<file path="src/hdl/bole_pkg.sv">
// ----------------------------------------------------------------------------
// Bounded ordered list engine package
// Shared widths, operation codes, status codes and the cell control word.
// ----------------------------------------------------------------------------
package bole_pkg;

    localparam int DATA_W       = 32;
    localparam int OPCODE_W     = 3;
    localparam int STATUS_W     = 2;
    localparam int COUNT_OUT_W  = 5;
    localparam int CAPACITY_DEF = 16;

    localparam logic [OPCODE_W-1:0] OP_PUSH_FRONT = 3'd0;
    localparam logic [OPCODE_W-1:0] OP_INSERT     = 3'd1;
    localparam logic [OPCODE_W-1:0] OP_POP_FRONT  = 3'd2;
    localparam logic [OPCODE_W-1:0] OP_POP_BACK   = 3'd3;
    localparam logic [OPCODE_W-1:0] OP_REMOVE     = 3'd4;
    localparam logic [OPCODE_W-1:0] OP_FIND       = 3'd5;

    localparam logic [STATUS_W-1:0] ST_OK        = 2'd0;
    localparam logic [STATUS_W-1:0] ST_EMPTY     = 2'd1;
    localparam logic [STATUS_W-1:0] ST_NOT_FOUND = 2'd2;
    localparam logic [STATUS_W-1:0] ST_FULL      = 2'd3;

    // Rule by which a cell decides that it holds the target position.
    localparam logic [2:0] SEL_NONE  = 3'd0;
    localparam logic [2:0] SEL_HEAD  = 3'd1;
    localparam logic [2:0] SEL_ORDER = 3'd2;
    localparam logic [2:0] SEL_FIRST = 3'd3;
    localparam logic [2:0] SEL_LAST  = 3'd4;
    localparam logic [2:0] SEL_EQUAL = 3'd5;

    typedef struct packed {
        logic              ins;
        logic              rem;
        logic [2:0]        sel;
        logic [DATA_W-1:0] value;
    } cell_ctl_t;

endpackage

</file>
<file path="src/hdl/bole_cell.sv">
// ----------------------------------------------------------------------------
// List cell
// Holds one entry and its valid bit, finds the target position locally and
// shifts toward either neighbor on insertion or removal.
// ----------------------------------------------------------------------------
module bole_cell #(
    parameter bit IS_HEAD = 1'b0
) (
    input  logic                        aclk,
    input  logic                        aresetn,
    input  bole_pkg::cell_ctl_t         ctl,
    input  logic [bole_pkg::DATA_W-1:0] left_entry,
    input  logic                        left_valid,
    input  logic [bole_pkg::DATA_W-1:0] right_entry,
    input  logic                        right_valid,
    input  logic                        hit_in,
    input  logic [bole_pkg::DATA_W-1:0] rem_in,
    output logic [bole_pkg::DATA_W-1:0] entry,
    output logic                        valid,
    output logic                        hit_out,
    output logic [bole_pkg::DATA_W-1:0] rem_out
);

    logic [bole_pkg::DATA_W-1:0] entry_reg;
    logic [bole_pkg::DATA_W-1:0] entry_next;
    logic                        valid_reg;
    logic                        valid_next;
    logic                        cond;
    logic                        take;
    logic                        greater;
    logic                        less;

    assign greater = $signed(entry_reg) > $signed(ctl.value);
    assign less    = $signed(entry_reg) < $signed(ctl.value);

    always_comb begin
        case (ctl.sel)
            bole_pkg::SEL_HEAD:  cond = 1'b1;
            bole_pkg::SEL_ORDER: cond = !valid_reg || (IS_HEAD ? greater : !less);
            bole_pkg::SEL_FIRST: cond = valid_reg;
            bole_pkg::SEL_LAST:  cond = valid_reg && !right_valid;
            bole_pkg::SEL_EQUAL: cond = valid_reg && (entry_reg == ctl.value);
            default:             cond = 1'b0;
        endcase
    end

    assign take    = cond && !hit_in;
    assign hit_out = hit_in || cond;
    assign rem_out = take ? entry_reg : rem_in;

    always_comb begin
        entry_next = entry_reg;
        valid_next = valid_reg;
        if (ctl.ins) begin
            if (take) begin
                entry_next = ctl.value;
            end else if (hit_in) begin
                entry_next = left_entry;
            end
            valid_next = valid_reg || left_valid;
        end else if (ctl.rem && (take || hit_in)) begin
            entry_next = right_entry;
            valid_next = valid_reg && right_valid;
        end
    end

    always_ff @(posedge aclk) begin
        entry_reg <= entry_next;
    end

    always_ff @(posedge aclk) begin
        if (!aresetn) begin
            valid_reg <= 1'b0;
        end else begin
            valid_reg <= valid_next;
        end
    end

    assign entry = entry_reg;
    assign valid = valid_reg;

endmodule

</file>
<file path="src/hdl/bounded_ordered_list_engine.sv">
// ----------------------------------------------------------------------------
// Bounded ordered list engine
// Keeps up to CAPACITY signed values in list order in a row of cells and
// runs one list operation per word, returning one result word for each.
// The result word is registered and presented in the cycle after its word is taken.
// Throughput: one word per cycle if unstalled; the cell position chain is the path.
// Reset clears the count and the valid bits of all cells; entries need no clearing.
// ----------------------------------------------------------------------------
module bounded_ordered_list_engine #(
    parameter int CAPACITY = bole_pkg::CAPACITY_DEF
) (
    input  logic        aclk,
    input  logic        aresetn,
    input  logic        s_tvalid,
    output logic        s_tready,
    input  logic [39:0] s_tdata,  // opcode[2:0], value[34:3], zero fill
    output logic        m_tvalid,
    input  logic        m_tready,
    output logic [39:0] m_tdata   // status[1:0], removed_value[33:2], found[34],
                                  // entry_count[39:35]
);

    localparam int CNT_W = $clog2(CAPACITY + 1);
    localparam int DW    = bole_pkg::DATA_W;

    logic [bole_pkg::OPCODE_W-1:0] opcode;
    logic [DW-1:0]                 value;
    logic                          accept;
    logic                          full;
    logic                          empty;
    bole_pkg::cell_ctl_t           ctl;

    logic [DW-1:0]       entry_w [CAPACITY];
    logic [CAPACITY-1:0] valid_w;
    logic [CAPACITY:0]   hit_w;
    logic [DW-1:0]       rem_w [CAPACITY+1];

    logic [CNT_W-1:0]                 count_reg;
    logic [CNT_W-1:0]                 count_next;
    logic [CNT_W+bole_pkg::COUNT_OUT_W-1:0] count_wide;
    logic                             out_valid_reg;
    logic [bole_pkg::STATUS_W-1:0]    status_reg;
    logic [bole_pkg::STATUS_W-1:0]    status_next;
    logic [DW-1:0]                    removed_reg;
    logic [DW-1:0]                    removed_next;
    logic                             found_reg;
    logic                             found_next;
    logic [bole_pkg::COUNT_OUT_W-1:0] ecount_reg;

    assign opcode   = s_tdata[2:0];
    assign value    = s_tdata[34:3];
    assign s_tready = !out_valid_reg || m_tready;
    assign accept   = s_tvalid && s_tready;
    assign full     = (count_reg == CNT_W'(CAPACITY));
    assign empty    = (count_reg == '0);

    always_comb begin
        ctl.ins   = 1'b0;
        ctl.rem   = 1'b0;
        ctl.value = value;
        case (opcode)
            bole_pkg::OP_PUSH_FRONT: begin
                ctl.sel = bole_pkg::SEL_HEAD;
                ctl.ins = accept && !full;
            end
            bole_pkg::OP_INSERT: begin
                ctl.sel = bole_pkg::SEL_ORDER;
                ctl.ins = accept && !full;
            end
            bole_pkg::OP_POP_FRONT: begin
                ctl.sel = bole_pkg::SEL_FIRST;
                ctl.rem = accept;
            end
            bole_pkg::OP_POP_BACK: begin
                ctl.sel = bole_pkg::SEL_LAST;
                ctl.rem = accept;
            end
            bole_pkg::OP_REMOVE: begin
                ctl.sel = bole_pkg::SEL_EQUAL;
                ctl.rem = accept;
            end
            bole_pkg::OP_FIND: begin
                ctl.sel = bole_pkg::SEL_EQUAL;
            end
            default: begin
                ctl.sel = bole_pkg::SEL_NONE;
            end
        endcase
    end

    assign hit_w[0] = 1'b0;
    assign rem_w[0] = '0;

    for (genvar i = 0; i < CAPACITY; i++) begin : g_cell
        logic [DW-1:0] left_entry;
        logic          left_valid;
        logic [DW-1:0] right_entry;
        logic          right_valid;

        if (i == 0) begin : g_head
            assign left_entry = value;
            assign left_valid = 1'b1;
        end else begin : g_body
            assign left_entry = entry_w[i-1];
            assign left_valid = valid_w[i-1];
        end

        if (i == CAPACITY - 1) begin : g_tail
            assign right_entry = '0;
            assign right_valid = 1'b0;
        end else begin : g_inner
            assign right_entry = entry_w[i+1];
            assign right_valid = valid_w[i+1];
        end

        bole_cell #(
            .IS_HEAD (i == 0)
        ) u_cell (
            .aclk        (aclk),
            .aresetn     (aresetn),
            .ctl         (ctl),
            .left_entry  (left_entry),
            .left_valid  (left_valid),
            .right_entry (right_entry),
            .right_valid (right_valid),
            .hit_in      (hit_w[i]),
            .rem_in      (rem_w[i]),
            .entry       (entry_w[i]),
            .valid       (valid_w[i]),
            .hit_out     (hit_w[i+1]),
            .rem_out     (rem_w[i+1])
        );
    end

    always_comb begin
        status_next  = bole_pkg::ST_OK;
        removed_next = '0;
        found_next   = 1'b0;
        count_next   = count_reg;
        case (opcode)
            bole_pkg::OP_PUSH_FRONT, bole_pkg::OP_INSERT: begin
                if (full) begin
                    status_next = bole_pkg::ST_FULL;
                end else begin
                    count_next = count_reg + 1'b1;
                end
            end
            bole_pkg::OP_POP_FRONT, bole_pkg::OP_POP_BACK, bole_pkg::OP_REMOVE: begin
                if (empty) begin
                    status_next = bole_pkg::ST_EMPTY;
                end else if (hit_w[CAPACITY]) begin
                    removed_next = rem_w[CAPACITY];
                    count_next   = count_reg - 1'b1;
                end else begin
                    status_next = bole_pkg::ST_NOT_FOUND;
                end
            end
            bole_pkg::OP_FIND: begin
                found_next = hit_w[CAPACITY];
            end
            default: begin
                status_next = bole_pkg::ST_OK;
            end
        endcase
    end

    assign count_wide = {{bole_pkg::COUNT_OUT_W{1'b0}}, count_next};

    always_ff @(posedge aclk) begin
        if (!aresetn) begin
            out_valid_reg <= 1'b0;
            count_reg     <= '0;
        end else if (accept) begin
            out_valid_reg <= 1'b1;
            count_reg     <= count_next;
        end else if (m_tready) begin
            out_valid_reg <= 1'b0;
        end
    end

    always_ff @(posedge aclk) begin
        if (accept) begin
            status_reg  <= status_next;
            removed_reg <= removed_next;
            found_reg   <= found_next;
            ecount_reg  <= count_wide[bole_pkg::COUNT_OUT_W-1:0];
        end
    end

    assign m_tvalid = out_valid_reg;
    assign m_tdata  = {ecount_reg, found_reg, removed_reg, status_reg};

    a_count_bound: assert property (@(posedge aclk) disable iff (!aresetn)
        count_reg <= CNT_W'(CAPACITY))
        else $error("entry count exceeds capacity");

    a_valid_match: assert property (@(posedge aclk) disable iff (!aresetn)
        $countones(valid_w) == int'(count_reg))
        else $error("cell valid bits disagree with the entry count");

    a_find_keeps: assert property (@(posedge aclk) disable iff (!aresetn)
        accept && (opcode == bole_pkg::OP_FIND) |=> $stable(count_reg) && $stable(valid_w))
        else $error("find changed the list");

endmodule

</file>
<file path="config.mk">
export PLATFORM = sky130hd
export DESIGN_NAME = bounded_ordered_list_engine
export DESIGN_NICKNAME = d
export VERILOG_FILES = /design/src/hdl/bole_pkg.sv /design/src/hdl/bole_cell.sv /design/src/hdl/bounded_ordered_list_engine.sv
export SDC_FILE = /design/constraint.sdc
export NUM_CORES = 2
export LEC_CHECK = 0
export ABC_AREA = 1
export BUFFER_PORTS_ARGS = -buffer_cell sky130_fd_sc_hd__buf_2
export CORE_MARGIN = 3
export CORE_UTILIZATION = 60
export CTS_CLUSTER_DIAMETER = 150
export DETAILED_ROUTE_END_ITERATION = 7
export PLACE_DENSITY_LB_ADDON = 0.05
export SLEW_MARGIN = 20
export SYNTH_ARGS = -nofsm -noshare
export SYNTH_HDL_FRONTEND = slang
export SYNTH_SLANG_ARGS = --single-unit
</file>
<file path="constraint.sdc">
create_clock -name aclk -period 6.1 [get_ports aclk]
set_clock_uncertainty 0.05 [all_clocks]
set_input_delay 0.305 -clock aclk [delete_from_list [all_inputs] [get_ports aclk]]
set_output_delay 0.305 -clock aclk [all_outputs]
set_load 0.01 [all_outputs]
</file>
==> results.yml <==
routing:
  count_of_tritonroute_iterations_in_the_first_routing_pass: 8
  via_count: 41000
  postRouteAntennaNets: 0
  detailedRoute.firstIterationViolations: 4169
  routed_via_density: 6.32
  dr_drc_count: 0
  wl_per_cell_um: 21.7
  route.final.wire_length_um: 141000
synth:
  synth.area.mux_share: 0
  synthXorXnorAreaFrac: 0.000402
  synth_seq_area_share: 0.390
  synth_top_cell_area_share: 0.380
  ys_async_sr_fraction: 0
  synth.distinct_cells: 58
  synthesis.nets: 6048
  synth-compound-area-share: 0.231
  synth_top_family_by_area: "compound AO/OA/AOI/OAI gates"
  synth.cell_area_mm2: 0.0436
  synth-warning-count: 0
  number_of_standard_cells_after_synthesis: 5490
  netlist_top_cells_area: "edfxtp_1 (38%), ha_1 (15%), o21ai_0 (12%)"
  netlist.top_cell.by_area: "edfxtp_1"
  ffs_latches_synth: 574
  post_synth.cell_area_avg_um2: 7.94
  number_of_enable_type_register_cells_in_the_synthesized_netlist: 552
  ys_dominant_reg_cell: "edfxtp_1"
  basic_gate_share_of_the_synthesized_area_counting_and_or_nand_and_nor_cells: 0.157
  synth_adder_area_share: 0.147
clock_network:
  clockBufferDepth: 3
  cts_tree: "done"
  clk_transition_reported_paths_ns: 0.06
  clkSinkCount: 574
  cts_root_buffer: "clkbuf_16"
  cts_buffers: 70
  ctsHtreeMaxLevel: 3
  cts_setup_buffers: 0
  clk_latency_ns: 0.63
setup_path:
  worstPathMaxFanout: 26
  critical_path.startpoint_type: "flop"
  worst_ep_arrival_time_ns: 5.58
  critical_path_class: "reg2reg"
  end_kind: "flop"
  critPathRequiredTime_ns: 6.42
global_routing:
  global_route.usage.total: 0.364
  grt_pass1_vias: 39200
  antenna_violations_before_repair: 3
  grt_first_pass_wirelength_um: 216000
  globalRoute.totalOverflow: 0
  grt_max_degree: 222
pwr:
  power.density_mw_per_mm2: 241
  p_int_mw: 7.86
  power_switching_mw: 3.61
  report.power.total_mw: 11.5
  sequential_group_share_of_total_power: 0.431
  power.share.clock: 0.364
  power_leakage_nw: 20.2
  ir_worst_vdd_mv: 0.215
  p_comb_frac: 0.206
  power_switching_share: 0.314
worst_hold_path:
  hold_class: "in2reg"
place:
  final_weighted_congestion_in_routability_driven_placement: 0.921
  dpl-instance-area_mm2: 0.0452
  dp_worst_setup_slack_ns: 0.644
  portBuffers: 80
  detailed_place_hpwl_um: 103000
floorplan:
  die_height_um: 276
  floorplan.initialDensity: 0.608
  fp.dieW_um: 276
  floorplan.rows: 98
  pin_count: 86
  die-area_mm2: 0.0760
  design.core.area_mm2: 0.0717
flow_run:
  cap_viol_max_count: 0
sta:
  max-slew-margin-rel: 0.274
  timing_max_transition_violations_final: 0
  fin_tns_setup_ns: 0
  tightestPinTransition_ns: 1.09
  setup_slack_ns: 0.842
  rsz0062_at_grt: "false"
  setup_viol: 0
  period_needed_ns: 5.26
  hold_viol_final: 0
  min_period_over_period: 0.862
  max_clock_freq_mhz: 190
cells_and_area:
  final_area_mm2: 0.0475
  final_common_cell: "o21ai_0"
  largest_reg_flops: 512
  fillers: 6302
  multiInputGateArea_mm2: 0.0235
  share_of_final_layout_standard_cells_stronger_than_drive_strength_1: 0.0693
  syn2layout_area_growth_pct: 8.96
  most-common-layout-cells: "o21ai_0 (1034), nand2_1 (909), a21oi_1 (715)"
  seqCellArea_mm2: 0.0170
  final_net_count: 6033
run_status:
  status: "completed"
[stage by stage]
stage | utilization | hold slack (ns) | instances
2_1_floorplan | - | 0.393 | 5490
3_3_place_gp | 0.631 | 0.443 | 6350
3_5_place_dp | 0.631 | 0.452 | 6350
4_1_cts | 0.662 | 0.0930 | 6478
5_1_grt | 0.662 | 0.141 | 6479
6_report | 0.663 | 0.133 | 6486
[path summary, 6_finish.rpt]
kind	start	to	slack [ns]	cells after the start
max reg2reg	g_cell[1].u_cell.entry[31]	removed_reg[10]	0.84	22
max	g_cell[1].u_cell.entry[31]	removed_reg[10]	0.84	22
min	s_tdata[3]	g_cell[0].u_cell.entry[0]	0.13	3
min reg2reg	g_cell[0].u_cell.valid	g_cell[0].u_cell.valid	0.47	2
[worst max-delay path: stages, from the launching register on]
cell and delay [ns]:
edfxtp_1 0.44, ha_1 0.37, nand2_1 0.10, nor2_2 0.16, nand2_1 0.12, nor4_2 0.46
nand2_1 0.14, nand3_1 0.09, nand3_1 0.10, a21oi_1 0.34, nand4_2 0.30, nor2_4 0.28
nand4_4 0.18, nor2_4 0.20, nand4_4 0.16, nor2_4 0.17, nand4_1 0.35, nand2_1 0.18
buf_4 0.24, inv_1 0.06, buf_4 0.24, o21ai_0 0.12, nor2_1 0.12
[power groups by stage]
stage	Sequential (mW)	Clock, mW	Combinational [mW]
after floorplan	4.95	0	1.51
final	4.94	4.17	2.36
after global routing	4.97	4.34	2.64
after CTS	4.93	4.19	2.31
after global placement	5.01	0	2.23
after detailed placement	5.01	0	2.30
[cells by family (layout without fill, tap and decap cells)]
logic type               Yosys count  count (layout)
other                              0               7
AO/OA/AOI/OAI                   1944            1944
XOR/XNOR                           2               2
AND/OR/NAND/NOR                 1634            1634
flip-flops                       574             574
adder cells (fa/ha/maj)          514             514
buffers and inverters            822             861
[synthesized netlist by cell type (5+ instances only)]
cell,instances
edfxtp_1,552
clkbuf_1,226
a21oi_1,718
o211ai_2,5
inv_1,505
nor2_1,393
ha_1,514
nand3b_1,7
a21o_1,5
nand4_1,83
inv_2,7
o21ai_0,1034
nor2_2,6
nand2_1,912
dfxtp_1,22
nor3b_1,13
nand2_2,7
buf_2,44
o211ai_1,23
nor4_1,22
o221ai_1,7
a22oi_1,15
a211oi_1,13
o21ai_1,67
nor3_1,23
a31oi_1,9
o21a_1,18
buf_1,24
nand3_1,147
a21oi_2,5
buf_4,9
[metal layers]
layer | wire length [um] | global-route usage | vias to the layer above
met2 | 67600 | 0.619 | 1810
li1 | - | - | 19300
met3 | 9890 | 0.0410 | 438
met1 | 55800 | 0.462 | 19400
met4 | 7570 | 0.176 | 0
met5 | 0 | 0 | -
[what timing repair did]
action / CTS / global route
hold endpoints to repair: 2 / 0
gates resized for setup: 0 / 0
hold buffers: 2 / 0
[area by class of cell]
class / count / share of cell area
diodes: 7 / 0.000369
well taps: 950 / 0.0250
repair buffers: 219 / 0.0338
clock buffers: 100 / 0.0427
inverters: 516 / 0.0409
multi-input cells: 4094 / 0.495
clock inverters: 26 / 0.00387
flip-flops and latches: 574 / 0.358
No activity file was read; power rests on OpenSTA's default activity.
